==> config.mk <==
export PLATFORM = sky130hd
export DESIGN_NAME = icx_ram
export DESIGN_NICKNAME = d
export VERILOG_FILES = /design/src/rtl/assert_macros.svh /design/src/rtl/icx_ram.sv
export SDC_FILE = /design/constraint.sdc
export NUM_CORES = 2
export LEC_CHECK = 0
export BUFFER_PORTS_ARGS = -buffer_cell sky130_fd_sc_hd__buf_4
export CAP_MARGIN = 25
export CORE_UTILIZATION = 45
export CTS_CLUSTER_SIZE = 30
export DETAILED_ROUTE_END_ITERATION = 8
export HOLD_SLACK_MARGIN = 0.08
export SYNTH_ARGS = -nofsm -noshare
export SYNTH_HDL_FRONTEND = slang
export SYNTH_SLANG_ARGS = --single-unit
==> constraint.sdc <==
create_clock -name clock -period 2.5 [get_ports clock]
set_clock_uncertainty 0.1 [all_clocks]
set_input_delay 0.25 -clock clock [delete_from_list [all_inputs] [get_ports clock]]
set_output_delay 0.25 -clock clock [all_outputs]
set_load 0.01 [all_outputs]
==> src/rtl/assert_macros.svh <==
// Assertion macros used by the top-level RTL module.
`ifndef ASSERT_MACROS_SVH
`define ASSERT_MACROS_SVH

// Clocked assertion, disabled while reset is high.
`define ICX_ASSERT(label, prop, msg) \
   label: assert property (@(posedge clock) disable iff (reset) (prop)) else $error(msg);

// Clocked assertion that also holds during reset.
`define ICX_ASSERT_ALWAYS(label, prop, msg) \
   label: assert property (@(posedge clock) (prop)) else $error(msg);

`endif

==> src/rtl/icx_ram.sv <==
// Generic simple dual-port RAM with registered read.
module icx_ram #(
   parameter int WIDTH = 8,
   parameter int DEPTH = 256
) (
   input  logic                     clock,
   input  logic                     we,
   input  logic [$clog2(DEPTH)-1:0] waddr,
   input  logic [WIDTH-1:0]         wdata,
   input  logic                     re,
   input  logic [$clog2(DEPTH)-1:0] raddr,
   output logic [WIDTH-1:0]         rdata_ff
);

   logic [WIDTH-1:0] mem_ff [DEPTH];

   always_ff @(posedge clock) begin
      if (we) begin
         mem_ff[waddr] <= wdata;
      end
      if (re) begin
         rdata_ff <= mem_ff[raddr];
      end
   end

endmodule

### Yosys cells after proc, flatten, opt, wreduce, memory -nomap -nowiden

Memories as Yosys holds them, arrays and structs flattened. A register that Yosys moved wholly into a read port is not among the register bits.
Cells that the tools add are included.

| operators by class | value |
|---|---|
| mux-type cells | 2 |

Operators with widths:

| cell | number |
|---|---|
| $mux 1 | 2 |

| word-level totals | value |
|---|---|
| output and inout port bits | 8 |
| register bits | 0 |
| RAM bits | 2048 |
| word-level logic and storage cells | 3 |
| memories | 1 |
| bits of input ports | 27 |

Memory list:

| name | depth | bits a word | rd ports | clocked after Yosys merged registers in | wr ports | RTL line | text |
|---|---|---|---|---|---|---|---|
| mem_ff | 256 | 8 | 1 | 1 | 1 | icx_ram.sv:15 | `logic [WIDTH-1:0] mem_ff [DEPTH];` |

### Depth between registers and ports, before layout

| depth | value |
|---|---|
| depth after elaboration | 2 |
| mapped depth | 11 |
| depth with buffers taken out | 6 |

### Worst setup path after synthesis

Ideal clock, no wire load.

| timing path | value |
|---|---|
| path kind | in2reg |
| start point | input port raddr[0] |
| end point | register rdata_ff[2] (read register of mem_ff), data pin |
| library setup time | 0.269 ns |
| stages on the path | 9 |
| arrival time | 2.057 ns |
| buffers on the path | 4 |
| data required time | 2.131 ns |
| setup slack | 0.074 ns |
| cells stage by stage | buf_6 > buf_12 > buf_8 > buf_2 > mux4_2 > a22oi_1 > a21oi_1 > nor4_1 > nor4_2 |

RTL lines:

| item | RTL line | text |
|---|---|---|
| start, declared | icx_ram.sv:11 | `input logic [$clog2(DEPTH)-1:0] raddr,` |
| end, declared | icx_ram.sv:12 | `output logic [WIDTH-1:0] rdata_ff` |

==> impl_metrics.json <==
{
  "outcome": "complete, but fails checks",
  "violations": "setup timing",
  "yosysTopAreaCellShare": 0.775,
  "hp-start": "re",
  "ios": 35,
  "post_drt_via_cell_ratio": 5.79,
  "wl_per_cell_um": 29.0,
  "wl_met2_um": 97800,
  "final_max_slew_viol_count": 0,
  "crit_type": "reg2reg",
  "areaGrowthSynthToFinish_pct": 19.5,
  "drt_iter0_drc": 4676,
  "synth_edf_count": 2056,
  "ys.flop_type": "edfxtp_1",
  "seqCellArea_um2": 61700,
  "crit_path_end_kind": "flop",
  "design.die.area_um2": 179000,
  "coreArea_um2": 176000,
  "grt_usage": 0.227,
  "num_vias": 40500,
  "synth_seq_cells": 2056,
  "synth.cell_area_um2": 79600,
  "first_pass_iters": 6,
  "yosysSeqAreaShare": 0.775,
  "syn_inst": 3733,
  "cap_violations": 0,
  "grt_pass1_wl_um": 292000,
  "dp_hpwl_um": 133000,
  "ys_async_sr_fraction": 0,
  "dieHeight_um": 423,
  "finalCritPeriodShare": 1.02,
  "wl_met3_um": 16300,
  "setup_slack_ps": -52.6,
  "die_w_um": 423,
  "total_power_uw": 72600,
  "multi_input_area_um2": 16700,
  "max_stage_delay_ps": 510,
  "timing.rr.end": "rdata_ff[5]$_DFFE_PP_",
  "rsz0062_at_grt": "yes",
  "ys_types": 54,
  "avgSynthCellArea_um2": 21.3,
  "leakage_uw": 0.0309,
  "hp-class": "in2reg",
  "layout.nets": 4508,
  "cp-startpoint": "mem_ff[27][5]$_DFFE_PP_",
  "grt_pass1_vias": 41100,
  "drive_above_1_share": 0.334,
  "routed.top_layer": "met5",
  "post_cts.repair.setup_buffers": 0,
  "p_per_area_nw_per_um2": 763,
  "cts_tree": "yes",
  "wl_um": 203000,
  "drtAntennaViolNets": 0,
  "clk_path_buf_depth": 3,
  "slew_headroom": 0.471,
  "finalSetupTns_ps": -52.6,
  "grt_antenna_before_repair": 3,
  "io_buffers": 34,
  "synth_area_leaders": "edfxtp_1 (78%), mux4_2 (13%), mux2i_1 (1.7%), nor2_1 (1.3%), a22oi_1 (1.3%)",
  "worstPathCellList": "mux4_2 > a22o_1 > a221oi_4 > o221ai_2 > a211oi_2 > buf_4 > nor4_2",
  "start_kind": "flop",
  "clk_pin_slew_ps": 60,
  "cpMaxStageDelayCell": "mux4_2",
  "fmax_mhz": 392,
  "timing_hold_violations_final": 0,
  "yosysMostFrequentCell": "edfxtp_1",
  "crit_end": "rdata_ff[5]$_DFFE_PP_",
  "post-route-min-period_ps": 2550,
  "synth_top_area_cell": "edfxtp_1",
  "cp_max_fo": 1,
  "clk-insertion-delay-late_ps": 860,
  "start_util": 0.453,
  "final_util": 0.541,
  "wirelength_met1_um": 83500,
  "r2r_cells": 7,
  "yosysWarnings": 0,
  "routabilityCongestion": 0.848,
  "drc_errors": 0,
  "h-tree-depth": 4,
  "grt_overflow_total": 0,
  "clock_sinks": 2056,
  "grt_max_degree": 80,
  "synth_nets": 3760,
  "nFillCells": 13400,
  "reg2reg_slack_ps": -50,
  "synthTopCellsByCount": "edfxtp_1 (2056), mux4_2 (454), nor2_1 (282), mux2i_1 (134), a22oi_1 (133)",
  "max_slew.worst_pin.slew_ps": 791,
  "rows": 154,
  "ir_worst_vdd_mv": 0.742,
  "reg2reg_from": "mem_ff[27][5]$_DFFE_PP_",
  "crit_required_ps": 2990,
  "cts-root-buf": "clkbuf_16",
  "cts_made_buffers": 206,
  "finalSetupViolCount": 1,
  "cp.arrival_ps": 3040
}
## state kept, by name (all words and copies together) (netlist names)
signal and count:
mem_ff 2048, rdata_ff 8
## timing repair
action | in CTS | in global routing
hold buffers | 22 | 0
endpoints found under the setup margin | 6 | 9
endpoints found under the hold margin | 1988 | 0
pin swaps | 10 | 7
gates resized for setup | 23 | 18
## kinds of logic (layout without fill, tap and decap cells)
group / after synthesis / in the layout / synth area share
buffers and inverters: 235 / 1157 / 0.0183
multiplexers: 591 / 591 / 0.146
AND/OR/NAND/NOR: 466 / 466 / 0.0263
other: 0 / 2 / 0
AO/OA/AOI/OAI: 385 / 385 / 0.0342
flip-flops: 2056 / 2056 / 0.775
## per-stage QoR
stage          instances  hold slack, ps  setup slack [ps]  instance area, um2
3_3_place_gp        6592             509             -1000               88000
3_5_place_dp        6592             510             -1000               88000
5_1_grt             6995             238             -73.4               95200
2_1_floorplan       3733             249              73.9               79600
4_1_cts             6995             232             -77.0               95100
6_report            6997             282             -52.6               95200
## cell type report
cell class | instances | share of cell area
diodes | 2 | 0.0000526
flip-flops and latches | 2056 | 0.649
clock inverters | 139 | 0.0147
well taps | 2340 | 0.0308
inverters | 2 | 0.0000789
clock buffers | 243 | 0.0558
multi-input cells | 1442 | 0.176
repair buffers | 773 | 0.0742
## critical path, delay by kind of cell, from the launching register on
family                 cells  cell delay [ps]
multiplexers               1              510
buffers and inverters      1              190
AO/OA/AOI/OAI              4             1120
AND/OR/NAND/NOR            1               30
flip-flops                 1              370
## layout by cell type, fill, tap and decap left out, drive strengths merged, types with 2 or more instances in the layout
cell,Yosys,final
bufinv,0,18
nand2b,8,8
clkinvlp,0,8
o32ai,5,5
nor2b,31,31
mux4,456,456
o21ai,12,12
and3b,2,2
a311oi,2,2
or2,4,4
a22o,8,8
a22oi,133,133
a211oi,16,16
nand2,33,33
a2111oi,5,5
and2,6,6
diode,0,2
clkinv,1,109
buf,122,751
o22a,5,5
nand3b,2,2
mux2i,134,134
dlygate4sd3,0,22
inv,1,6
clkbuf,111,243
nand3,34,34
edfxtp,2056,2056
nor4,27,27
nor3,22,22
nand4,10,10
o22ai,28,28
nor2,282,282
a21oi,96,96
o221ai,47,47
a31oi,2,2
a221oi,14,14
o211ai,10,10
## power breakdown
group | internal, uW | leakage (uW) | switching (uW) | total (uW)
Combinational | 1700 | 0.00916 | 2420 | 4120
Sequential | 38000 | 0.0185 | 42.4 | 38100
Clock | 17200 | 0.00327 | 13300 | 30500
Total | 56900 | 0.0309 | 15800 | 72600
## worst min path at each step
stage                     slack (ps)  depth (start not counted)                      to
after global placement           510                          1   rdata_ff[7]$_DFFE_PP_
after global routing             240                          2   rdata_ff[7]$_DFFE_PP_
after detailed placement         510                          1   rdata_ff[7]$_DFFE_PP_
final                            280                          2   rdata_ff[7]$_DFFE_PP_
after CTS                        230                          2   rdata_ff[7]$_DFFE_PP_
after floorplan                  250                          0  mem_ff[0][0]$_DFFE_PP_
## metal layers
metal	global-route usage	up-vias
met5	0	-
met4	0.0670	2
met3	0.0519	292
met2	0.357	1511
met1	0.319	21500
li1	-	17200
(Power assumes the default switching activity.)
