<file path="config.mk">
export PLATFORM = sky130hd
export DESIGN_NAME = icx_scale_div
export DESIGN_NICKNAME = d
export VERILOG_FILES = /design/src/rtl/assert_macros.svh /design/src/rtl/icx_scale_div.sv
export SDC_FILE = /design/constraint.sdc
export NUM_CORES = 2
export LEC_CHECK = 0
export BUFFER_PORTS_ARGS = -buffer_cell sky130_fd_sc_hd__buf_2
export CAP_MARGIN = 20
export CORE_ASPECT_RATIO = 2
export CORE_MARGIN = 1.5
export CORE_UTILIZATION = 47
export CTS_CLUSTER_SIZE = 16
export DETAILED_ROUTE_END_ITERATION = 10
export MAX_ROUTING_LAYER = met4
export PLACE_DENSITY_LB_ADDON = 0.05
export RECOVER_POWER = 25
export SYNTH_ARGS = -nofsm -noshare
export SYNTH_HDL_FRONTEND = slang
export SYNTH_SLANG_ARGS = --single-unit
</file>
<file path="constraint.sdc">
create_clock -name clock -period 10.1 [get_ports clock]
set_input_delay 1.515 -clock clock [delete_from_list [all_inputs] [get_ports clock]]
set_output_delay 1.515 -clock clock [all_outputs]
set_load 0.01 [all_outputs]
</file>
<file path="src/rtl/assert_macros.svh">
// Assertion macros used by the top-level RTL module.
`ifndef ASSERT_MACROS_SVH
`define ASSERT_MACROS_SVH

// Clocked assertion, disabled while reset is high.
`define ICX_ASSERT(label, prop, msg) \
   label: assert property (@(posedge clock) disable iff (reset) (prop)) else $error(msg);

// Clocked assertion that also holds during reset.
`define ICX_ASSERT_ALWAYS(label, prop, msg) \
   label: assert property (@(posedge clock) (prop)) else $error(msg);

`endif

</file>
<file path="src/rtl/icx_scale_div.sv">
// Pipelined scale and divide: one multiply stage, then one quotient bit per stage.
module icx_scale_div #(
   parameter int IW = 8,
   parameter int QW = 8
) (
   input  logic          clock,
   input  logic          enable,
   input  logic [32:0]   n,
   input  logic [32:0]   d,
   input  logic [IW-1:0] lm1,
   input  logic          use_q,
   input  logic [IW-1:0] fix_ix,
   output logic [IW-1:0] index
);

   localparam int RW = 33 + QW;

   logic [RW-1:0] rem_ff  [QW+1];
   logic [32:0]   d_ff    [QW+1];
   logic [QW-1:0] q_ff    [QW+1];
   logic          use_ff  [QW+1];
   logic [IW-1:0] fix_ff  [QW+1];

   always_ff @(posedge clock) begin
      if (enable) begin
         rem_ff[0] <= RW'(n) * RW'(lm1);
         d_ff[0]   <= d;
         q_ff[0]   <= '0;
         use_ff[0] <= use_q;
         fix_ff[0] <= fix_ix;
      end
   end

   for (genvar s = 1; s <= QW; s++) begin : g_step
      localparam int K = QW - s;
      logic [RW:0] dsh;
      logic        take;
      assign dsh  = (RW+1)'(d_ff[s-1]) << K;
      assign take = ({1'b0, rem_ff[s-1]} >= dsh);
      always_ff @(posedge clock) begin
         if (enable) begin
            rem_ff[s] <= take ? RW'({1'b0, rem_ff[s-1]} - dsh) : rem_ff[s-1];
            q_ff[s]   <= q_ff[s-1] | (QW'(take) << K);
            d_ff[s]   <= d_ff[s-1];
            use_ff[s] <= use_ff[s-1];
            fix_ff[s] <= fix_ff[s-1];
         end
      end
   end

   // the quotient is below the table length here, so it fits the index
   assign index = use_ff[QW] ? IW'(q_ff[QW]) : fix_ff[QW];

endmodule

</file>
Word-level counts from Yosys, hierarchy flattened
Memories as Yosys holds them, arrays and structs flattened. Cells that the tools add are included. W data, S select, Z words.

Register bits after elaboration: 0. Latch bits: 0. RAM bits: 819. Bits in read-only memories: 0. Input bits: 85. Output and inout port bits: 8. Logic and storage cells: 41. Memories kept: 5.

Add/sub/neg operators: 8. Multipliers: 1. Divide/modulo/power cells: 0. Magnitude comparators: 8. Equality and inequality tests: 0. Shifts and indexed selects: 0. Multiplexer cells: 11. Bitwise logic cells: 8. Reduce and logical (&&, ||, !) cells: 0.

Memory list: rem_ff (depth 9, bits a word 41, read ports 8, clocked after memory_dff 0, write ports 9, RTL line icx_scale_div.sv:18) `logic [RW-1:0] rem_ff [QW+1];`; d_ff (depth 9, bits a word 33, read ports 8, clocked after memory_dff 0, write ports 9, RTL line icx_scale_div.sv:19) `logic [32:0] d_ff [QW+1];`; fix_ff (depth 9, bits a word 8, read ports 9, clocked after memory_dff 0, write ports 9, RTL line icx_scale_div.sv:22) `logic [IW-1:0] fix_ff [QW+1];`; q_ff (depth 9, bits a word 8, read ports 9, clocked after memory_dff 0, write ports 9, RTL line icx_scale_div.sv:20) `logic [QW-1:0] q_ff [QW+1];`; use_ff (depth 9, bits a word 1, read ports 9, clocked after memory_dff 0, write ports 9, RTL line icx_scale_div.sv:21) `logic use_ff [QW+1];`.

Operator list (count): $mux W41 (8); $ge A41 B33 Y1 (1); $ge A41 B34 Y1 (1); $ge A41 B35 Y1 (1); $ge A41 B36 Y1 (1); $ge A41 B37 Y1 (1); $ge A41 B38 Y1 (1); $ge A41 B39 Y1 (1); $ge A41 B40 Y1 (1); $mul A33 B8 Y41 (1); $sub A41 B33 Y41 (1); $sub A41 B34 Y41 (1); $sub A41 B35 Y41 (1); $sub A41 B36 Y41 (1); $sub A41 B37 Y41 (1); $sub A41 B38 Y41 (1); $sub A41 B39 Y41 (1); $sub A41 B40 Y41 (1); $mux W8 (1); $or A8 B1 Y8 (1); $or A8 B2 Y8 (1); $or A8 B3 Y8 (1); $or A8 B4 Y8 (1); $or A8 B5 Y8 (1); other kinds (4) (5).

Longest topological paths before layout
An unclocked memory read counts as a cell.

Depth after elaboration: 3. Gate-level depth with buffers: 22. Gate-level depth less buffers: 20.

Least setup slack after synthesis
Ideal clock, no wire load.

Path kind: input port to flip-flop. Start: input port lm1[7]. End: memory rem_ff[0][40] (netlist bit) (data pin). Setup time: 260 ps. Data arrival time: 6649 ps. Required time: 9840 ps. Path slack: 3191 ps. Cell stages on the path: 20. Path buffers: 1. Cells stage by stage: clkbuf_1 nand2_1 fa_1 fa_1 inv_1 fa_1 inv_1 fa_1 inv_1 ha_1 o21a_1 and4_4 a221oi_2 o21ai_1 a2111o_1 a211o_1 a221oi_4 o221ai_2 a41oi_2 xnor2_1.

RTL lines: start, declared (RTL line icx_scale_div.sv:10) `input logic [IW-1:0] lm1,`; end, declared (RTL line icx_scale_div.sv:18).

==> reports/qor.yml <==
outcome: "completed"
worst_path_most_repeated_cell: "fa_1"
drt-pass1-iter-count: 5
period_minus_slack_ps: 7320
dp_hpwl_um: 89500
worstRegToRegCells: 10
cts_tree: "built"
grt_pass1_vias: 33500
clock-sinks: 709
layout-drive-gt1-share: 0.0607
n_fill_cell: 9067
ys.flop_type: "edfxtp_1"
post_drt_wl_per_cell_um: 19.1
dieArea_sq_um: 102000
mostFrequentLayoutCells: "edfxtp_1, inv_1, a21oi_1"
wl_um: 110000
layout.nets: 5005
synth_top_cell_by_area: "edfxtp_1"
finalSetupViolCount: 0
finalClockSkew_ps: 29.6
seq_area_frac_synth: 0.455
fin_crit_sh: 0.724
grt-ovfl-total: 0
critical_path_class: "in -> reg"
yosys.area.top_type_share: 0.455
final_core_util: 0.515
port_buffers: 92
synth_edf_count: 709
rsz0062_at_grt: "no"
cpMaxStageDelayCell: "a2111oi_1"
rr_startpoint: "rem_ff[0][25]$_DFFE_PP_"
areaGrowthSynthToFinish_pct: 8.73
maxSlewHeadroom: 0.143
gp_congestion: 0.938
antenna_found_initial: 10
holdWs_ps: 413
synthCells: 4344
grt_max_degree: 148
ys_ff_latch: 709
dr.first_iter.drc_count: 925
synth.distinct_cells: 82
avgSynthCellArea_sq_um: 10.8
ctsHoldBuffers: 0
max_stage_delay_ps: 1070
crit_end: "rem_ff[0][39]$_DFFE_PP_"
yosysWarnings: 0
fp-row-count: 163
cp-end-kind: "flop"
design.portCount: 93
power.total_w: 0.0157
hold_violations: 0
cts_buffer_depth: 3
cts_resized: 0
fin_tns_setup_ps: 0
drv_cap: 0
critPathLaunch: "lm1[6]"
syn-cell-area_sq_um: 46800
max_freq_ghz: 0.137
die_w_um: 226
initial_utilization: 0.474
clk_pin_slew_worst_paths_ps: 70
post-route-drc-count: 0
num_vias: 31100
cts-htree-levels: 3
ir_worst_vdd_v: 0.000123
clock_latency_ps: 660
tightest_slew_ps: 1280
syn_nets: 4947
reg2reg_to: "rem_ff[0][66]$_DFFE_PP_"
hp-class: "reg -> reg"
arrival_ps: 7720
path_cells: "buf_2 > and2_1 > fa_1 > fa_1 > fa_1 > inv_1 > fa_1 > inv_1 > ha_1 > and2_1 > nand2_1 > a2111oi_1 > o21ai_1 > o21ai_1 > a31oi_1 > o21a_1 > o21ai_1 > xor2_1"
grtUsageTotal: 0.228
p_leak_nw: 21.5
required_ps: 10510
ys_top_cells_by_area: "edfxtp_1, ha_1, fa_1"
final_common_cell: "edfxtp_1"
cts_setup_buffers: 0
vias_per_cell: 5.38
r2r_slack_ps: 5430
power_density_nw_per_um2: 309
cp-start-kind: "input port"
core_area_sq_um: 98700
die_y_um: 449
grt_pass1_wl_um: 172000
dpl_cell_area_sq_um: 48600
stdcell_area_sq_um: 50800
cts_buffers: 67
final_max_slew_viol_count: 0
ant_nets: 0
synth-async-reset-ratio: 0
cp_max_fo: 33
root_buffer: "clkbuf_16"
[worst min-delay path by stage]
stage,startpoint,end,slack [ps],depth (start not counted)
6_report,fix_ff[0][62]$_DFFE_PP_,fix_ff[0][70]$_DFFE_PP_,410,0
5_1_grt,fix_ff[0][16]$_DFFE_PP_,fix_ff[0][24]$_DFFE_PP_,420,0
4_1_cts,q_ff[0][63]$_DFFE_PP_,q_ff[0][71]$_DFFE_PP_,410,0
3_5_place_dp,fix_ff[0][6]$_DFFE_PP_,fix_ff[0][14]$_DFFE_PP_,400,0
3_3_place_gp,fix_ff[0][42]$_DFFE_PP_,fix_ff[0][50]$_DFFE_PP_,400,0
2_1_floorplan,fix_ff[0][2]$_DFFE_PP_,fix_ff[0][10]$_DFFE_PP_,400,0
[cell usage after synthesis (all sizes together), types with 7 or more instances]
master and number:
nor4 24, buf 21, a21boi 14, a211o 9, nand2 293, clkbuf 107
nor3 40, a211oi 21, a21o 161, or3 20, and4 9, mux2 74
a41oi 8, nor4b 7, inv 543, mux2i 9, a221oi 8, nand4 54
edfxtp 709, a311oi 7, o31ai 16, and2 221, xor2 110, nand3 63
o21a 35, and3 24, ha 325, o21bai 40, or4 9, xnor2 151
o211ai 11, fa 193, a21oi 369, o31a 10, nor2b 41, a31oi 28
nor2 232, or2 15, o21ai 206, nand2b 31
[state kept, by name (all words and copies together) (netlist names)]
signal and cells:
d_ff 264, fix_ff 72, q_ff 36, rem_ff 328
use_ff 9
[cells by family after synthesis]
group                      Yosys count  share of synthesized area
AOI/OAI and AO/OA                 1000                      0.133
xor gates and xnor gates           261                     0.0489
adders and majority gates          518                      0.170
buffers and inverters              671                     0.0547
DFF                                709                      0.455
muxes                               83                     0.0197
and+or+nand+nor                   1102                      0.119
[power by group]
part           internal (W)  switching [W]  leakage [nW]  total [W]
Sequential          0.00450       0.000416          6.90    0.00492
Combinational       0.00342        0.00480          13.5    0.00822
Clock               0.00145        0.00112          1.07    0.00257
[per-stage QoR]
step / setup slack (ps) / instances
finish: 2780 / 5781
global route: 2710 / 5779
CTS: 2920 / 5771
detailed placement: 2210 / 5653
global placement: 2250 / 5652
floorplan: 3190 / 4344
[layout make-up]
cell class | count | area [sq um] | area share
multi-input cells | 2964 | 22900 | 0.451
flip-flops and latches | 709 | 21300 | 0.419
inverters | 543 | 2040 | 0.0401
clock buffers | 74 | 1720 | 0.0339
well taps | 1320 | 1650 | 0.0325
repair buffers | 117 | 681 | 0.0134
clock inverters | 44 | 485 | 0.00955
diodes | 10 | 25.0 | 0.000492
[critical path: cells and delay by family]
kind	cells	cell delay (ps)
AND/OR/NAND/NOR	3	600
adder cells (fa/ha/maj)	5	2450
XOR/XNOR	1	80
buffers and inverters	3	620
AO/OA/AOI/OAI	6	2440
[routing by layer]
layer	track usage	part of all wire
met1	0.172	0.30
met2	0.474	0.60
met3	0.0286	0.025
met4	0.148	0.070
met5	-	0
Power figures use the tool's default switching activity.
