`src/rtl/assert_macros.svh`:
```
// Assertion macros used by the top-level RTL module.
`ifndef ASSERT_MACROS_SVH
`define ASSERT_MACROS_SVH

// Clocked assertion, disabled while reset is high.
`define ICX_ASSERT(label, prop, msg) \
   label: assert property (@(posedge clock) disable iff (reset) (prop)) else $error(msg);

// Clocked assertion that also holds during reset.
`define ICX_ASSERT_ALWAYS(label, prop, msg) \
   label: assert property (@(posedge clock) (prop)) else $error(msg);

`endif

```
`src/rtl/icx_index_front.sv`:
```
// First stage of a table index path: limits, offset, direct index clamp.
module icx_index_front #(
   parameter int DEPTH = 256,
   parameter int IW    = 8,
   parameter int FRAC  = 16
) (
   input  logic          clock,
   input  logic          enable,
   input  logic [31:0]   value,
   input  logic [31:0]   limit_low,
   input  logic [31:0]   limit_high,
   input  logic [8:0]    length,
   input  logic          scaled,
   input  logic          one_based,
   output logic [32:0]   n_ff,
   output logic [32:0]   d_ff,
   output logic [IW-1:0] lm1_ff,
   output logic          use_q_ff,
   output logic [IW-1:0] fix_ix_ff
);

   localparam logic [31:0] FMASK = (32'(1) << FRAC) - 32'(1);

   logic signed [31:0] v_s, lo_s, hi_s, mn, mx;
   logic [IW:0]        clen;
   logic [IW-1:0]      lm1;
   logic [32:0]        d;
   logic [33:0]        diff, t;
   logic [31:0]        ip;
   logic               eq, neg, ge;
   logic [IW-1:0]      direct_ix;

   always_comb begin
      v_s  = $signed(value);
      lo_s = $signed(limit_low);
      hi_s = $signed(limit_high);
      mn   = (lo_s < hi_s) ? lo_s : hi_s;
      mx   = (lo_s < hi_s) ? hi_s : lo_s;
      clen = (32'(length) < DEPTH) ? (IW+1)'(length) : (IW+1)'(DEPTH);
      lm1  = IW'(clen - (IW+1)'(1));
      d    = {mx[31], mx} - {mn[31], mn};
      diff = {value[31], value[31], value} - {mn[31], mn[31], mn};
      eq   = (d == 33'd0);
      neg  = diff[33];
      ge   = (v_s >= mx);
      // integer part, truncated toward zero
      ip   = 32'(v_s >>> FRAC) + 32'(value[31] && ((value & FMASK) != 32'd0));
      t    = {ip[31], ip[31], ip} - 34'(one_based);
      if (t[33]) begin
         direct_ix = '0;
      end else if (t > 34'(lm1)) begin
         direct_ix = lm1;
      end else begin
         direct_ix = IW'(t);
      end
   end

   always_ff @(posedge clock) begin
      if (enable) begin
         use_q_ff  <= scaled && !eq && !neg && !ge;
         n_ff      <= (scaled && !eq && !neg && !ge) ? diff[32:0] : 33'd0;
         d_ff      <= d;
         lm1_ff    <= lm1;
         if (scaled) begin
            fix_ix_ff <= (eq || neg) ? '0 : lm1;
         end else begin
            fix_ix_ff <= direct_ix;
         end
      end
   end

endmodule

```
`config.mk`:
```
export PLATFORM = sky130hd
export DESIGN_NAME = icx_index_front
export DESIGN_NICKNAME = d
export VERILOG_FILES = /design/src/rtl/assert_macros.svh /design/src/rtl/icx_index_front.sv
export SDC_FILE = /design/constraint.sdc
export NUM_CORES = 1
export LEC_CHECK = 0
export BUFFER_PORTS_ARGS = -buffer_cell sky130_fd_sc_hd__buf_4
export CAP_MARGIN = 10
export CORE_ASPECT_RATIO = 1.2
export CORE_MARGIN = 2
export CORE_UTILIZATION = 59
export CTS_BUF_LIST = sky130_fd_sc_hd__clkbuf_4 sky130_fd_sc_hd__clkbuf_8
export CTS_CLUSTER_DIAMETER = 30
export DETAILED_ROUTE_END_ITERATION = 12
export PLACE_DENSITY = 0.84
export RECOVER_POWER = 100
export SYNTH_ARGS = -nofsm -noshare
export SYNTH_HDL_FRONTEND = slang
export SYNTH_SLANG_ARGS = --single-unit
```
`constraint.sdc`:
```
create_clock -name clock -period 8.02 [get_ports clock]
set_input_delay 1.203 -clock clock [delete_from_list [all_inputs] [get_ports clock]]
set_output_delay 1.203 -clock clock [all_outputs]
set_load 0.02 [all_outputs]
```
# After elaboration in Yosys (flattened, before gate mapping)

Cells that the tools add are included.

Bits of input ports: 109
Output and inout port bits: 83
Word-level logic and storage cells: 31
Bits in registers: 83

Add/sub/neg operators: 5
Magnitude comparators: 4
Reductions and logical operators: 10
Mux-type cells: 7

Operator list:

| operator                                                           | count |
|---|---|
| 32-bit by 32-bit subtractor with 33-bit output                     | 2 |
| 32-bit two-way mux                                                 | 2 |
| 8-bit two-way mux                                                  | 5 |
| 34-bit by 8-bit greater-than comparator with 1-bit output          | 1 |
| 33-bit zero test                                                   | 1 |
| 32-bit greater-or-equal comparator                                 | 1 |
| 32-bit < comparator                                                | 1 |
| 32-bit nonzero test                                                | 1 |
| 17-bit by 2-bit subtractor with 18-bit output                      | 1 |
| 16-bit by 2-bit adder with 17-bit output                           | 1 |
| 9-bit < comparator, second input constant                          | 1 |
| 8-bit by 1-bit subtractor with 8-bit output, second input constant | 1 |
| 1-bit logical AND                                                  | 4 |
| 1-bit zero test                                                    | 3 |
| 1-bit logical OR                                                   | 1 |

# Longest topological paths before layout

Gate-level depths: netlist of run 1.

Depth after elaboration: 8
Mapped depth: 32
Mapped depth without buffers: 27

# Least setup slack after synthesis of run 1

No wires, ideal clock.

Path kind: input port to flip-flop
Start point: input limit_high[27]
End point: register n_ff[9], data pin
Stages on the path: 30
Data required time: 7,844 ps
Path buffers: 6
Library setup time: 176 ps
Path slack: 1,039 ps
Arrival: 6,805 ps
Cells stage by stage: inv_1 > ha_1 > buf_4 > a21oi_1 > o21ai_0 > a21oi_2 > and3_1 > mux2i_2 > nor2_1 > clkbuf_1 > clkbuf_1 > clkbuf_1 > a21oi_1 > ha_1 > nor2b_1 > o21ai_0 > a21boi_0 > o21ai_0 > a21o_1 > a21oi_1 > o311ai_0 > a21oi_1 > nor2_1 > a21oi_1 > a21o_1 > nand3_1 > or3_1 > buf_1 > clkbuf_1 > nor4_1

Longest elaborated chain between the ends: 8
Elaborated cells between the ends (all ways): 13
Classes of those cells: 2 x add/sub; 2 x order compare; 2 x mux; 7 x reduce/logical

RTL lines:

| element                                        | RTL line                                     | text |
|---|---|---|
| start: declaration                             | icx_index_front.sv:11                        | `input logic [31:0] limit_high,` |
| 32-bit < comparator                            | icx_index_front.sv:37, icx_index_front.sv:38 |  |
| 32-bit two-way mux (on tied branches)          | icx_index_front.sv:38, icx_index_front.sv:37 |  |
| 32-bit by 32-bit subtractor with 33-bit output | icx_index_front.sv:41                        | `d = {mx[31], mx} - {mn[31], mn};` |
| 33-bit zero test                               | icx_index_front.sv:43                        | `eq = (d == 33'd0);` |
| 1-bit zero test                                | icx_index_front.sv:61                        | `n_ff <= (scaled && !eq && !neg && !ge) ? diff[32:0] : 33'd0;` |
| 1-bit logical AND (3 in a row)                 | icx_index_front.sv:61                        |  |
| end signal: assignment                         | icx_index_front.sv:61                        |  |
| end: declaration                               | icx_index_front.sv:15                        | `output logic [32:0] n_ff,` |

Parallel ways exist; a longest one is shown, timed or not.
A chain may end at the register's enable or synchronous reset.

# Worst setup path in the final report of run 1

Start point: input limit_high[23]
End point: register fix_ix_ff[7], data pin

Longest elaborated chain between the ends: 7
Elaborated cells between the ends (all ways): 9
Classes of those cells: 2 x add/sub; 1 x order compare; 4 x mux; 2 x reduce/logical

RTL lines:

| element                                          | RTL line                                     | text |
|---|---|---|
| 32-bit < comparator *                            | icx_index_front.sv:37, icx_index_front.sv:38 |  |
| 32-bit two-way mux (on tied branches)            | icx_index_front.sv:38, icx_index_front.sv:37 |  |
| 32-bit by 32-bit subtractor with 33-bit output * | icx_index_front.sv:41                        |  |
| named net d[21]                                  | icx_index_front.sv:27                        | `logic [32:0] d;` |
| 33-bit zero test *                               | icx_index_front.sv:43                        |  |
| 1-bit logical OR *                               | icx_index_front.sv:65                        | `fix_ix_ff <= (eq \|\| neg) ? '0 : lm1;` |
| 8-bit two-way mux *                              | icx_index_front.sv:65                        |  |
| 8-bit two-way mux *                              | icx_index_front.sv:64                        | `if (scaled) begin` |
| end signal: assignment                           | icx_index_front.sv:65                        |  |
| end signal: assignment                           | icx_index_front.sv:67                        | `fix_ix_ff <= direct_ix;` |
| end: declaration                                 | icx_index_front.sv:19                        | `output logic [IW-1:0] fix_ix_ff` |

The timed path passes the listed nets; every way through them passes the cells marked *.

==> impl_metrics.yaml, run 1 <==
finish:
  final_core_util_pct: 68.5
  final_common_cell: "a21oi_1"
  layout.nets: 1743
  final_cell_mix: "a21oi_1 (163), nor2_1 (127), ha_1 (123)"
  area_delta_synth_final_pct: 13.5
  fin_cells: 1734
  antennaDiodeCount: 0
  nFillCells: 1536
  drive_gt1_share_pct: 10.0
  multiInputGateArea_sq_mm: 0.00742
  seq_area_sq_mm: 0.00249
  final_area_sq_mm: 0.0120
cts:
  cts_setup_buffers: 0
  cts_tree: "yes"
  clk_pin_slew_ns: 0.08
  clockRootBuffer: "clkbuf_8"
  cts_resized: 0
  numCtsBuffers: 9
  ctsHoldBuffers: 0
  cts_sinks: 83
  cts-htree-levels: 3
  cts_max_path_buffers: 2
route:
  wl_per_cell_um: 20.2
  drtIter0Drc: 1266
  wl_met1_um: 14300
  vias_per_cell: 6.40
  wirelength_um: 35000
  wl_met2_um: 16600
  routed-via-count: 11100
  wl_met3_um: 2360
  first_pass_iters: 6
  drc: 0
  top_layer: "met4"
  ant_nets: 0
die:
  fp-row-count: 53
  die_x_um: 126
  die_area_sq_mm: 0.0190
  core-area_sq_mm: 0.0175
  initial_core_util_pct: 60.4
  die_h_um: 151
  num_io_pins: 192
placed_design:
  port_buffers: 191
  place.gp.congestion: 0.969
  dpl.cell_count: 1718
  hpwl_um: 28600
  place_ws_ns: 0.498
  placed_area_sq_mm: 0.0122
status:
  outcome: "finished, violations left"
  violations: "max-capacitance violations, max-slew violations"
synthesis:
  synth_area_sq_mm: 0.0106
  ys_ff_latch: 83
  postSynthAreaPerCell_sq_um: 7.86
  yosysSeqAreaShare_pct: 23.6
  synthTopCellsByArea: "edfxtp_1 (24%), ha_1 (15%), a21oi_1 (7.7%)"
  ys_types: 85
  synth_edf_count: 83
  yosysTopAreaCellShare_pct: 23.6
  netlist_instances: 1345
  ys_warn_count: 0
  synthArstFlopShare_pct: 0
  syn-num-nets: 1579
  synth-main-ff-cell: "edfxtp_1"
  synth_largest_area_cell: "edfxtp_1"
worst_setup_path:
  worstSetupEndpointType: "flip-flop"
  cpMaxStageDelayCell: "a221oi_1"
  worstPathMaxFanout: 46
  start_kind: "primary input"
  cp_top_family: "compound AO/OA/AOI/OAI gates"
  arrival_ns: 7.62
  critical_path_buf_inv_count: 5
  crit_path_max_incr_delay_ns: 0.81
  crit_chain: "buf_4 -> inv_1 -> ha_1 -> and2_4 -> a221oi_2 -> a2bb2oi_1 -> nand3_1 -> mux2i_4 -> nand2_1 -> buf_4 -> clkbuf_1 -> a221oi_1 -> o21a_1 -> a31oi_1 -> a31oi_1 -> xnor2_1 -> or4_1 -> or4b_4 -> nor2_1 -> clkbuf_1 -> a21oi_1"
  path_class: "primary input to flip-flop"
  required_ns: 8.13
global_route:
  antenna_found_initial: 0
  overflow: 0
  grt_max_degree: 64
  grt_pass1_vias: 10300
  grt_pass1_wl_um: 53400
  grt_use_total_pct: 35.6
timing:
  timing.hold.ws_ns: 1.18
  timing.final.crit_share_pct: 93.7
  fin_setup_tns_ns: 0
  fmax_ghz: 0.133
  slew_violations: 59
  setup_viol: 0
  slew_headroom_pct: -112
  fin_ws_ns: 0.505
  tightestPinTransition_ns: 3.17
  final.min_clock_period_ns: 7.52
  rsz0062_at_grt: "no"
  finalHoldViolations: 0
pwr:
  max-vdd-ir-drop_mv: 0.104
  power.density_mw_per_mm2: 171
  leakage_nw: 5.16
  p_total_mw: 2.05
hold_path:
  holdCritPathClass: "primary input to flip-flop"
flow_run:
  cap_violations: 1
-- layer usage --
| metal | vias up | track usage (%) |
|---|---|---|
| li1 | 5347 | - |
| met1 | 5165 | 43.6 |
| met2 | 479 | 60.7 |
| met3 | 105 | 6.01 |
| met4 | 0 | 17.5 |
| met5 | - | 0 |
-- area by class of cell --
type | instances | area share [%]
repair buffers | 210 | 10.3
well taps | 220 | 2.30
multi-input cells | 1104 | 61.8
clock inverters | 5 | 0.449
inverters | 101 | 3.16
clock buffers | 11 | 1.16
flip-flops and latches | 83 | 20.8
-- final timing paths --
kind / from / endpoint / slack, ns / cells after the start
worst max-delay path: limit_high[23] / fix_ix_ff[7]$_DFFE_PP_ / 0.50 / 21
worst min-delay path: length[6] / lm1_ff[6]$_DFFE_PP_ / 1.18 / 3
-- synth_stat cells (all sizes together), types with 7 or more instances --
master / number
a211oi: 16
a32o: 7
or3: 9
clkbuf: 31
a21o: 31
ha: 123
mux2i: 11
xnor2: 38
and2: 14
a31oi: 17
nand3: 31
or4: 7
o21bai: 11
a21boi: 16
a21oi: 164
nor4: 20
a221oi: 7
o22ai: 8
edfxtp: 83
nand4: 22
nor3: 53
and3: 22
o21ai: 74
nor2: 128
nand2: 79
inv: 100
xor2: 19
nand2b: 34
nor3b: 9
o31ai: 11
nor2b: 25
buf: 26
-- flip-flops by register name, summed over array words and instances (netlist names) --
signal	flops
fix_ix_ff	8
n_ff	33
use_q_ff	1
d_ff	33
lm1_ff	8
-- power breakdown --
part | internal (mW) | switching, mW
logic | 0.417 | 0.727
clock network | 0.150 | 0.170
registers | 0.568 | 0.0185
total | 1.13 | 0.916
-- kinds of logic (layout without fill, tap and decap cells) --
| kind of cell | Yosys count | after routing | share of synthesized area [%] |
|---|---|---|---|
| xor+xnor | 57 | 57 | 4.72 |
| buf+inv | 158 | 327 | 6.08 |
| mux | 14 | 14 | 1.52 |
| other cells | 1 | 1 | 0.0355 |
| fa+ha+maj | 125 | 125 | 14.9 |
| flops | 83 | 83 | 23.6 |
| compound gates | 433 | 433 | 26.1 |
| simple gates | 474 | 474 | 23.0 |
No activity file was read; power rests on OpenSTA's default activity.
==> run 2: changes to the inputs <==
--- a/config.mk
+++ b/config.mk
@@ -7,7 +7,6 @@
 export LEC_CHECK = 0
 export BUFFER_PORTS_ARGS = -buffer_cell sky130_fd_sc_hd__buf_4
 export CAP_MARGIN = 10
-export CORE_ASPECT_RATIO = 1.2
 export CORE_MARGIN = 2
 export CORE_UTILIZATION = 59
 export CTS_BUF_LIST = sky130_fd_sc_hd__clkbuf_4 sky130_fd_sc_hd__clkbuf_8
==> run 2 against run 1 <==
Net effect:
- the run still ends with max-capacitance violations, max-slew violations left
- total power up 2.1%
- core utilization up 0.45 points
- hold slack worse by 0.035 ns
- die area about the same
- cell count about the same
- flip-flop and latch count unchanged
- combinational power about the same
- maximum frequency down 2.6%
- critical endpoint is now n_ff[3]$_SDFFCE_PN0P_
- largest power group unchanged
==> impl_metrics.yaml, run 2 (synthesis results as in run 1) <==
die:
  num_io_pins: 192
  die_h_um: 138
  die_area_sq_mm: 0.0190
  die_x_um: 138
  core-area_sq_mm: 0.0174
  fp-row-count: 48
  initial_core_util_pct: 60.7
finish:
  fin_cells: 1735
  layout.nets: 1739
  nFillCells: 1560
  final_core_util_pct: 69.0
  final_area_sq_mm: 0.0120
  drive_gt1_share_pct: 10.4
  area_delta_synth_final_pct: 13.6
  reg_top3: "d_ff (33), n_ff (33)"
  antennaDiodeCount: 0
  final_common_cell: "a21oi_1"
  final_cell_mix: "a21oi_1 (163), nor2_1 (127), ha_1 (123)"
worst_setup_path:
  required_ns: 8.16
  path_class: "primary input to flip-flop"
  cp_top_family: "compound AO/OA/AOI/OAI gates"
  crit_chain: "buf_4 -> inv_1 -> ha_1 -> and2_4 -> and3_1 -> nand3_1 -> nor3_1 -> and2_0 -> nor3_1 -> a221oi_1 -> o21ai_0 -> o311ai_0 -> nor2_1 -> o22a_1 -> a2111oi_0 -> nand4b_1 -> nor3_4 -> buf_12 -> nor4b_1"
  crit_top_cell: "nor3_1"
  worstSetupEndpointType: "flip-flop"
  crit_path_max_incr_delay_ns: 1.08
  start_kind: "primary input"
  worstPathMaxFanout: 33
  cpMaxStageDelayCell: "o311ai_0"
  critical_path_buf_inv_count: 3
  arrival_ns: 7.86
pwr:
  power.density_mw_per_mm2: 174
  leakage_nw: 5.17
  p_total_mw: 2.09
  max-vdd-ir-drop_mv: 0.133
cts:
  cts_setup_buffers: 0
  cts_sinks: 83
  ctsHoldBuffers: 0
  cts_resized: 0
  numCtsBuffers: 9
  cts_tree: "yes"
  cts_max_path_buffers: 2
  clockRootBuffer: "clkbuf_8"
  cts-htree-levels: 3
  clk_pin_slew_ns: 0.11
placed_design:
  placed_area_sq_mm: 0.0122
  port_buffers: 191
  dpl.cell_count: 1719
  place_ws_ns: 0.703
  hpwl_um: 28400
  place.gp.congestion: 0.997
route:
  ant_nets: 0
  vias_per_cell: 6.58
  first_pass_iters: 8
  drc: 0
  wl_per_cell_um: 20.7
  wirelength_um: 35900
  routed-via-count: 11400
  drtIter0Drc: 1211
timing:
  fin_setup_tns_ns: 0
  finalHoldViolations: 0
  slew_headroom_pct: -224
  fin_ws_ns: 0.301
  fmax_ghz: 0.130
  final.min_clock_period_ns: 7.72
  timing.hold.ws_ns: 1.15
  setup_viol: 0
  timing.final.crit_share_pct: 96.2
  slew_violations: 84
  tightestPinTransition_ns: 4.86
  rsz0062_at_grt: "no"
status:
  violations: "max-capacitance violations, max-slew violations"
  outcome: "finished, violations left"
global_route:
  grt_pass1_vias: 10600
  antenna_found_initial: 0
  grt_max_degree: 84
  grt_use_total_pct: 37.4
  overflow: 0
  grt_pass1_wl_um: 55200
flow_run:
  cap_violations: 1
hold_path:
  holdCritPathClass: "primary input to flip-flop"
==> run 2: changes by cell type in the layout (fill, tap and decap cells not counted), sizes merged <==
cell / delta
clkbuf: -8
clkinv: -1
clkinvlp: -1
inv: +4
buf: +2
==> run 2: path summary, 6_finish.rpt <==
kind           start                     to  cells past startpoint
max   limit_high[23]  n_ff[3]$_SDFFCE_PN0P_                     19
min        length[6]    lm1_ff[6]$_DFFE_PP_                      3
==> run 2: area by class of cell <==
cell class / count / area (sq um) / area share [%]
Clock buffer: 9 / 124 / 1.03
Clock inverter: 7 / 81.3 / 0.677
Inverter: 101 / 379 / 3.16
Multi-Input combinational cell: 1104 / 7420 / 61.8
Sequential cell: 83 / 2490 / 20.8
Tap cell: 225 / 282 / 2.34
Timing Repair Buffer: 206 / 1230 / 10.2
==> run 2: metal layers <==
layer	vias up	GRT usage, %	part of all wire (%)
li1	5329	-	-
met1	5293	48.7	40
met2	694	61.6	46
met3	103	7.57	10
met4	0	13.8	3.6
met5	-	0	0
==> run 2: power by group <==
group          internal, mW  switching (mW)
clock                 0.150           0.202
sequential            0.569          0.0187
combinational         0.418           0.736
total                  1.14           0.956
==> run 2: tightest hold or removal path, cell delays in order <==
cell and delay, ns:
buf_4 0.09, nand2_1 0.04, nand2_1 0.10
==> run 3: changes to the inputs <==
--- a/config.mk
+++ b/config.mk
@@ -12,7 +12,7 @@
 export CTS_BUF_LIST = sky130_fd_sc_hd__clkbuf_4 sky130_fd_sc_hd__clkbuf_8
 export CTS_CLUSTER_DIAMETER = 30
 export DETAILED_ROUTE_END_ITERATION = 12
-export PLACE_DENSITY = 0.84
+export PLACE_DENSITY = 0.94
 export RECOVER_POWER = 100
 export SYNTH_ARGS = -nofsm -noshare
 export SYNTH_HDL_FRONTEND = slang
==> constraint.sdc (replaced) <==
create_clock -name clock -period 8.1 [get_ports clock]
set_input_delay 1.215 -clock clock [delete_from_list [all_inputs] [get_ports clock]]
set_output_delay 1.215 -clock clock [all_outputs]
set_load 0.02 [all_outputs]
==> run 3 against run 2 <==
Net effect:
- the flow still finishes with violations (max-capacitance violations, max-slew violations)
- total power down 1.8%
- first-iteration DRC count up 9.7%
- sequential power down 0.7%
- global-route usage up 0.18 points
- cell count about the same
- core utilization about the same
- die area unchanged
- cell area about the same
- hold slack better by 0.023 ns
- flip-flop and latch count unchanged
- critical endpoint is now fix_ix_ff[1]$_DFFE_PP_
- largest cell class unchanged
- highest routed layer unchanged
==> impl_metrics.yaml, run 3 (synthesis results as in run 1) <==
cts:
  cts_setup_buffers: 0
  cts_resized: 0
  ctsHoldBuffers: 0
  cts_tree: "yes"
  cts-htree-levels: 3
  numCtsBuffers: 9
  clockRootBuffer: "clkbuf_8"
  cts_sinks: 83
  clk_pin_slew_ns: 0.11
  cts_max_path_buffers: 2
placed_design:
  hpwl_um: 28600
  place.gp.congestion: 0.988
  place_ws_ns: 0.490
  port_buffers: 191
finish:
  drive_gt1_share_pct: 10.1
  multiInputGateArea_sq_mm: 0.00742
  seq_area_sq_mm: 0.00249
  reg_top3: "d_ff (33), n_ff (33)"
  area_delta_synth_final_pct: 13.7
  final_core_util_pct: 69.0
  nFillCells: 1546
  antennaDiodeCount: 0
  final_common_cell: "a21oi_1"
  layout.nets: 1740
  final_cell_mix: "a21oi_1 (163), nor2_1 (127), ha_1 (123)"
worst_setup_path:
  arrival_ns: 7.73
  required_ns: 8.22
  worstPathMaxFanout: 16
  path_class: "primary input to flip-flop"
  start_kind: "primary input"
  worstSetupEndpointType: "flip-flop"
die:
  core-area_sq_mm: 0.0174
  die_x_um: 138
  die_h_um: 138
  fp-row-count: 48
  num_io_pins: 192
  die_area_sq_mm: 0.0190
  initial_core_util_pct: 60.7
global_route:
  grt_use_total_pct: 37.6
  antenna_found_initial: 0
  overflow: 0
  grt_pass1_vias: 10800
  grt_pass1_wl_um: 55600
  grt_max_degree: 84
status:
  violations: "max-capacitance violations, max-slew violations"
  outcome: "finished, violations left"
timing:
  timing.final.crit_share_pct: 94.0
  setup_viol: 0
  finalHoldViolations: 0
  final.min_clock_period_ns: 7.61
  rsz0062_at_grt: "no"
  fmax_ghz: 0.131
  fin_ws_ns: 0.489
  slew_headroom_pct: -216
  fin_setup_tns_ns: 0
  tightestPinTransition_ns: 4.74
  timing.hold.ws_ns: 1.17
  slew_violations: 84
route:
  drtIter0Drc: 1329
  drc: 0
  first_pass_iters: 8
  ant_nets: 0
  wl_per_cell_um: 20.8
  routed-via-count: 11600
  wirelength_um: 36100
  vias_per_cell: 6.66
pwr:
  max-vdd-ir-drop_mv: 0.109
  leakage_nw: 5.15
  power.density_mw_per_mm2: 171
  p_total_mw: 2.06
flow_run:
  cap_violations: 1
hold_path:
  holdCritPathClass: "primary input to flip-flop"
-- run 3: changes by cell type in the layout (fill, tap and decap cells not counted), sizes merged --
cell / delta
clkbuf: +4
buf: -3
clkinv: +2
bufinv: -1
inv: -1
-- run 3: stage by stage --
stage                     instance area (sq um)  cells
after floorplan                           10600   1345
after global placement                    12200   1720
after detailed placement                  12200   1720
after CTS                                 12400   1736
after global routing                      12000   1736
final                                     12000   1736
-- run 3: where the power goes --
part	internal, mW	switching [mW]	total [mW]	leakage (nW)
registers	0.564	0.0199	0.584	0.804
logic	0.417	0.731	1.15	4.25
clock network	0.123	0.201	0.324	0.103
-- run 3: routing by layer --
metal  routed length [um]  track usage, %  vias to the layer above
met1                14100            48.8                     5337
met2                16500            62.2                      763
met4                 1590            16.3                        0
met3                 4020            5.99                      129
met5                    0               0                        -
li1                     -               -                     5336
-- run 3: final timing paths --
path	from	endpoint	slack, ns	cells after the start
max	limit_high[21]	fix_ix_ff[1]$_DFFE_PP_	0.49	23
min	length[4]	lm1_ff[4]$_DFFE_PP_	1.17	3
-- run 3: area by class of cell --
class | count | share of cell area [%]
clock buffer | 9 | 1.03
clock inverter | 7 | 0.677
inverter | 101 | 3.15
multi-input combinational | 1104 | 61.7
sequential | 83 | 20.7
tap | 225 | 2.34
timing repair buffer | 207 | 10.3
-- run 3: critical path: stages --
cell	delay [ns]
buf_4	0.12
inv_1	0.10
ha_1	0.38
a21o_1	0.25
a221oi_2	0.26
a2bb2oi_1	0.34
and3_1	0.32
mux2i_2	0.13
nor2_4	0.36
o21ai_0	0.16
nand2b_1	0.17
ha_1	0.20
or4_1	0.58
nand3_1	0.11
a211oi_1	0.15
o211ai_1	0.42
nand2_1	0.16
a2111oi_0	0.77
o2bb2ai_1	0.22
or4b_4	0.56
nor2_1	0.15
clkbuf_1	0.45
a21oi_1	0.15
